$ cat src/rtl/core/vca_pkg.sv
// ----------------------------------------------------------------------------
// vca_pkg
// shared types and constants for the voice channel allocator
// ----------------------------------------------------------------------------
package vca_pkg;

   localparam int NUM_VOICES_DEFAULT = 32;

   localparam int ENTITY_W      = 16;
   localparam int CHAN_W        = 4;
   localparam int LENGTH_W      = 24;
   localparam int TIME_W        = 31;
   localparam int END_W         = 32;
   localparam int VOICE_INDEX_W = 8;
   localparam int COMMAND_W     = 2;

   localparam logic [COMMAND_W-1:0] CMD_START    = 2'd0;
   localparam logic [COMMAND_W-1:0] CMD_STOP     = 2'd1;
   localparam logic [COMMAND_W-1:0] CMD_STOP_ALL = 2'd2;
   localparam logic [COMMAND_W-1:0] CMD_NOP      = 2'd3;

   localparam logic signed [END_W-1:0] LIFE_LIMIT = 32'sh7fffffff;
   localparam logic [CHAN_W-1:0]       CHAN_ANY   = 4'hf;
   localparam logic [CHAN_W-1:0]       CHAN_NONE  = 4'h0;

   // search word handed from cell to cell
   typedef struct packed {
      logic                       valid;
      logic                       done;
      logic                       hit;
      logic signed [END_W-1:0]    best;
      logic [VOICE_INDEX_W-1:0]   idx;
   } scan_token_type;

   // request fields held for the whole scan
   typedef struct packed {
      logic [COMMAND_W-1:0]       command;
      logic [ENTITY_W-1:0]        entity;
      logic [CHAN_W-1:0]          chan;
      logic [TIME_W-1:0]          now;
      logic [ENTITY_W-1:0]        view;
   } scan_request_type;

   // table update broadcast to all cells
   typedef struct packed {
      logic                       write;
      logic                       stop;
      logic                       clear;
      logic [VOICE_INDEX_W-1:0]   idx;
      logic [ENTITY_W-1:0]        entity;
      logic [CHAN_W-1:0]          chan;
      logic [END_W-1:0]           end_time;
      logic                       active;
   } table_update_type;

endpackage

$ cat src/rtl/core/vca_voice_cell.sv
// ----------------------------------------------------------------------------
// vca_voice_cell
// one voice of the table plus one step of the search chain
// ----------------------------------------------------------------------------
module vca_voice_cell #(
   parameter logic [vca_pkg::VOICE_INDEX_W-1:0] CELL_INDEX = '0
) (
   input  logic                      clock,
   input  logic                      reset,
   input  vca_pkg::scan_request_type request,
   input  vca_pkg::table_update_type update,
   input  vca_pkg::scan_token_type   token_in,
   output vca_pkg::scan_token_type   token_out
);
   import vca_pkg::*;

   logic [ENTITY_W-1:0]  owner_ff, owner_in;
   logic [CHAN_W-1:0]    chan_ff, chan_in;
   logic [END_W-1:0]     end_ff, end_in;
   logic                 active_ff, active_in;
   scan_token_type       token_ff, token_in_next;

   logic                    owner_hit;
   logic                    start_match;
   logic                    stop_match;
   logic                    is_protected;
   logic signed [END_W-1:0] life;
   logic                    better;
   logic                    selected;

   always_comb begin
      owner_hit   = (owner_ff == request.entity);
      start_match = (request.chan != CHAN_NONE) && owner_hit &&
                    ((chan_ff == request.chan) || (request.chan == CHAN_ANY));
      stop_match  = owner_hit && (chan_ff == request.chan);
      is_protected = (owner_ff == request.view) && (request.entity != request.view) &&
                     active_ff;
      life   = signed'(end_ff - {1'b0, request.now});
      better = (life < token_in.best);

      token_in_next = token_in;
      if (token_in.valid && !token_in.done) begin
         case (request.command)
            CMD_START: begin
               if (start_match) begin
                  token_in_next.done = 1'b1;
                  token_in_next.hit  = 1'b1;
                  token_in_next.idx  = CELL_INDEX;
               end else if (!is_protected && better) begin
                  token_in_next.best = life;
                  token_in_next.hit  = 1'b1;
                  token_in_next.idx  = CELL_INDEX;
               end
            end
            CMD_STOP: begin
               if (stop_match) begin
                  token_in_next.done = 1'b1;
                  token_in_next.hit  = 1'b1;
                  token_in_next.idx  = CELL_INDEX;
               end
            end
            default: begin
            end
         endcase
      end
   end

   always_comb begin
      selected  = (update.idx == CELL_INDEX);
      owner_in  = owner_ff;
      chan_in   = chan_ff;
      end_in    = end_ff;
      active_in = active_ff;
      if (update.clear) begin
         owner_in  = '0;
         chan_in   = '0;
         end_in    = '0;
         active_in = 1'b0;
      end else if (update.write && selected) begin
         owner_in  = update.entity;
         chan_in   = update.chan;
         end_in    = update.end_time;
         active_in = update.active;
      end else if (update.stop && selected) begin
         end_in    = '0;
         active_in = 1'b0;
      end
   end

   always_ff @(posedge clock) begin
      if (reset) begin
         owner_ff       <= '0;
         chan_ff        <= '0;
         end_ff         <= '0;
         active_ff      <= 1'b0;
         token_ff.valid <= 1'b0;
      end else begin
         owner_ff       <= owner_in;
         chan_ff        <= chan_in;
         end_ff         <= end_in;
         active_ff      <= active_in;
         token_ff.valid <= token_in_next.valid;
      end
   end

   always_ff @(posedge clock) begin
      token_ff.done <= token_in_next.done;
      token_ff.hit  <= token_in_next.hit;
      token_ff.best <= token_in_next.best;
      token_ff.idx  <= token_in_next.idx;
   end

   assign token_out = token_ff;

endmodule
$ cat config.mk
export PLATFORM = sky130hd
export DESIGN_NAME = vca_voice_cell
export DESIGN_NICKNAME = d
export VERILOG_FILES = /design/src/rtl/core/vca_pkg.sv /design/src/rtl/core/vca_voice_cell.sv
export SDC_FILE = /design/constraint.sdc
export NUM_CORES = 1
export LEC_CHECK = 0
export ABC_CLOCK_PERIOD_IN_PS = 4950
export BUFFER_PORTS_ARGS = -buffer_cell sky130_fd_sc_hd__buf_2
export CORE_ASPECT_RATIO = 1.2
export CORE_UTILIZATION = 31
export CTS_CLUSTER_DIAMETER = 60
export DETAILED_ROUTE_END_ITERATION = 12
export PLACE_DENSITY_LB_ADDON = 0.25
export SKIP_LAST_GASP = 1
export SLEW_MARGIN = 30
export SYNTH_ARGS = -nofsm -noshare
export SYNTH_HDL_FRONTEND = slang
export SYNTH_SLANG_ARGS = --single-unit
$ cat constraint.sdc
create_clock -name clock -period 4.95 [get_ports clock]
set_clock_uncertainty 0.05 [all_clocks]
set_input_delay 0.495 -clock clock [delete_from_list [all_inputs] [get_ports clock]]
set_output_delay 0.495 -clock clock [all_outputs]
set_load 0.05 [all_outputs]
Word level (Yosys, flattened, before mapping)
Index checks and enable logic that the tools add are counted.
W data, S select, Z words.
Storage, ports and cells
  flip-flop bits (word level): 96
  input bits: 178
  output and inout bits: 43
Operators by class
  $add $sub $neg: 1
  order comparisons: 1
  equal/unequal tests: 6
  mux-type cells: 15
  reductions and logical operators: 17
Operator list (count)
  $mux W32: 4
  $mux W42: 1
  $mux W41: 1
  $eq A16 B16 Y1: 2
  $lt A32 B32 Y1: 1
  $sub A32 B31 Y32: 1
  $mux W8: 2
  $ne A16 B16 Y1: 1
  $pmux W8 S2: 1
  $logic_and A1 B1 Y1: 9
  $logic_not A8 Y1: 1
  $eq A4 B4 Y1: 1
  $eq A4 B4 Y1 const B: 1
  $mux W1: 4
  $pmux W2 S2: 1
  $reduce_bool A4 Y1: 1
  $eq A2 B1 Y1 const B: 1
  $logic_not A1 Y1: 2
  $logic_not A2 Y1: 1
  $mux W2: 1
  $reduce_bool A2 Y1: 1
  $reduce_or A2 Y1: 1
  $logic_or A1 B1 Y1: 1

Logic depth before layout (Yosys ltp)
  word-level depth: 9
  gate-level depth with buffers: 22
  depth with buffers taken out: 20

Least setup slack after synthesis
No wires, ideal clock.
  path type: input -> register
  from: input request[28] (netlist bit)
  to: register token_ff, in the netlist token_out[18]
  setup time: 121 ps
  arrival time: 4488 ps
  setup slack: 291 ps
  cell stages on the path: 19
  cell sequence: inv_1 ha_1 a21o_1 a21o_1 a221oi_2 nand3_1 o21ai_1 o21ai_0 a21oi_1 xnor2_1 ha_1 a21o_1 a2111o_1 o41ai_2 o211ai_1 or2_1 buf_6 buf_6 mux2_4
RTL lines
  start: declaration: line vca_voice_cell.sv:10  | input vca_pkg::scan_request_type request,
  end: declaration: line vca_voice_cell.sv:21  | scan_token_type token_ff, token_in_next;

==> impl_metrics.toml <==
[global_route]
grt_usage = 0.178
first_global_vias = 5891
grt_pass1_wl_um = 29500
antenna_found_initial = 1
grt_max_degree = 54
grt.overflow.total = 0

[min_path]
hold_class = "in -> reg"

[die]
start_util = 0.316
die_h_um = 159
coreArea_um2 = 20300
ioPinCount = 221
die_w_um = 133
dieArea_um2 = 21200
placementRows = 57

[timing]
period_share = 0.928
rsz0062_at_grt = "no"
max_freq_ghz = 0.218
slew_headroom = 0.519
finalHoldViolations = 0
fin_tns_setup_ns = 0
slew_viol_final = 0
setup-violations-final = 0
worst_slack_ns = 0.359
tightest_slew_ns = 0.720
period_minus_slack_ns = 4.59

[finish]
layout.nets = 1235
fin_util = 0.411
drive_above_1_share = 0.302
fill_cells = 2098
finish.instance_area_um2 = 8320
areaGrowthSynthToFinish_pct = 29.8

[logic_synthesis]
yosys.area.top_type = "dfxtp_1"
ys_seq_area_frac = 0.300
async_flop_share = 0
mappedNetlistArea_um2 = 6410
yosys-top-cells-area = "dfxtp_1 30%, ha_1 12%, xnor2_1 6.3%, inv_1 4.6%, a21oi_1 4.5%"
synth_nets = 1000
synth_cell_types = 62
yosys.cell_count.top_type = "dfxtp_1"
ys_warn_count = 0
synth_edf_count = 0
synthCells = 759
syn_area_per_cell_um2 = 8.44
synthFlopType = "dfxtp_1"
yosys-top-cells-count = "96 x dfxtp_1, 79 x inv_1, 62 x ha_1, 62 x nand2_1"
synth_top_area_share = 0.300
ys_ff_latch = 96

[detailed_routing]
drc = 0
ant_nets = 0
firstDrtPassIters = 4
viasPerCell = 4.82
wl_per_cell_um = 15.1
drt_wl_total_um = 19100
via_count = 6092
first_iter_violations = 264

[clock_tree]
cts.sinks = 96
cts_root_buf = "clkbuf_16"
clockBufferDepth = 2
cts_tree = "yes"
clkSlewWorstSetupHoldPaths_ns = 0.07
cts_made_buffers = 9
cts_resized = 0
htree_num_levels = 3
post_cts_buffers = 0
worstSkewPairLatency_ns = 0.35
cts_hold_buf = 0

[run]
drv_cap = 0

[placement]
post-place-ws_ns = -0.0579
port_buffers = 220
place_hpwl_um = 15300
gp_congestion = 0.882
place_area_um2 = 7990

[pwr]
leakage_uw = 0.00401
irDropWorstVdd_uv = 161
power_density_nw_per_um2 = 235

[setup_path]
critPathLaunchType = "flip-flop"
crit_chain = "inv_1 > ha_1 > inv_1 > fa_1 > a211oi_2 > o21ai_1 > nand2_1 > o2111ai_2 > nand3_1 > a21oi_1 > o21a_1 > nor2_1 > ha_1 > a2111o_1 > o41ai_2 > o211ai_1 > or2_2 > buf_12 > mux2_4"
path_buf_inv = 3
max_stage_delay_ns = 0.39
end_kind = "flip-flop"
crit_type = "reg -> reg"
crit_arrival_ns = 4.78
cp_max_fo = 19
path_delay_family = "compound AO/OA/AOI/OAI gates"
worst-endpoint-required_ns = 5.14
slowest_stage = "a2111o_1"

[outcome]
status = "completed"
## state kept, by name, indices dropped and copies added, names as in the netlist
signal and count:
active_ff 1, chan_ff 4, end_ff 32, owner_ff 16
token_out 43
## cell type report
type,count,area (um2),share of cell area
repair buffers,246,1340,0.161
clock inverters,4,51.3,0.00617
well taps,265,332,0.0399
clock buffers,12,267,0.0320
diodes,1,2.50,0.000301
flip-flops and latches,96,1920,0.231
inverters,79,297,0.0357
multi-input cells,562,4110,0.494
## stage by stage
step / power, uW / instances / hold WS [ns]
after floorplan: 1060 / 759 / 0.398
after detailed placement: 1220 / 1248 / 0.409
after CTS: 1990 / 1264 / 0.281
after global routing: 2040 / 1264 / 0.275
final: 1950 / 1265 / 0.290
after global placement: 1220 / 1247 / 0.407
## cell usage in the layout (no fill, tap or decap), types with 8 or more instances in the layout
cell | netlist | routed
clkbuf_16 | 0 | 9
xor2_1 | 29 | 29
buf_2 | 1 | 220
nand3_1 | 18 | 18
nor3_1 | 12 | 12
nand4_1 | 13 | 13
buf_4 | 0 | 23
o21ai_0 | 15 | 15
mux2_2 | 8 | 8
nand2_1 | 62 | 62
xnor2_1 | 46 | 46
o21a_1 | 8 | 8
dfxtp_1 | 96 | 96
nor2_1 | 58 | 58
a22oi_1 | 34 | 34
mux2_4 | 19 | 19
nor2b_1 | 16 | 16
a21o_1 | 17 | 17
inv_1 | 79 | 79
a21oi_1 | 58 | 58
ha_1 | 62 | 62
## logic make-up after synthesis
group,share of synthesized area
buffers and inverters,0.0629
AOI/OAI and AO/OA,0.193
xor gates and xnor gates,0.103
muxes,0.0586
and+or+nand+nor,0.159
adders and majority gates,0.124
DFF,0.300
## per-layer routing
| metal | GRT usage | wire (um) | up-vias | share of wire |
|---|---|---|---|---|
| met3 | 0.0255 | 862 | 14 | 0.045 |
| met1 | 0.216 | 8350 | 2767 | 0.44 |
| met4 | 0.0589 | 281 | 0 | 0.015 |
| li1 | - | - | 3141 | - |
| met5 | 0 | 0 | - | 0 |
| met2 | 0.318 | 9580 | 170 | 0.50 |
## worst paths after layout
path                                 start            end  slack [ns]  cells after the start
worst min-delay path                 reset  token_out[42]        0.29                      2
worst max register to register   end_ff[0]  token_out[23]        0.36                     19
worst max-delay path             end_ff[0]  token_out[23]        0.36                     19
worst min register to register  chan_ff[3]     chan_ff[3]        0.41                      2
## power breakdown
group          internal, uW  total (uW)  switching (uW)
combinational           166         400             234
sequential              794         800            5.81
clock                   434         755             321
(Power assumes the default switching activity.)
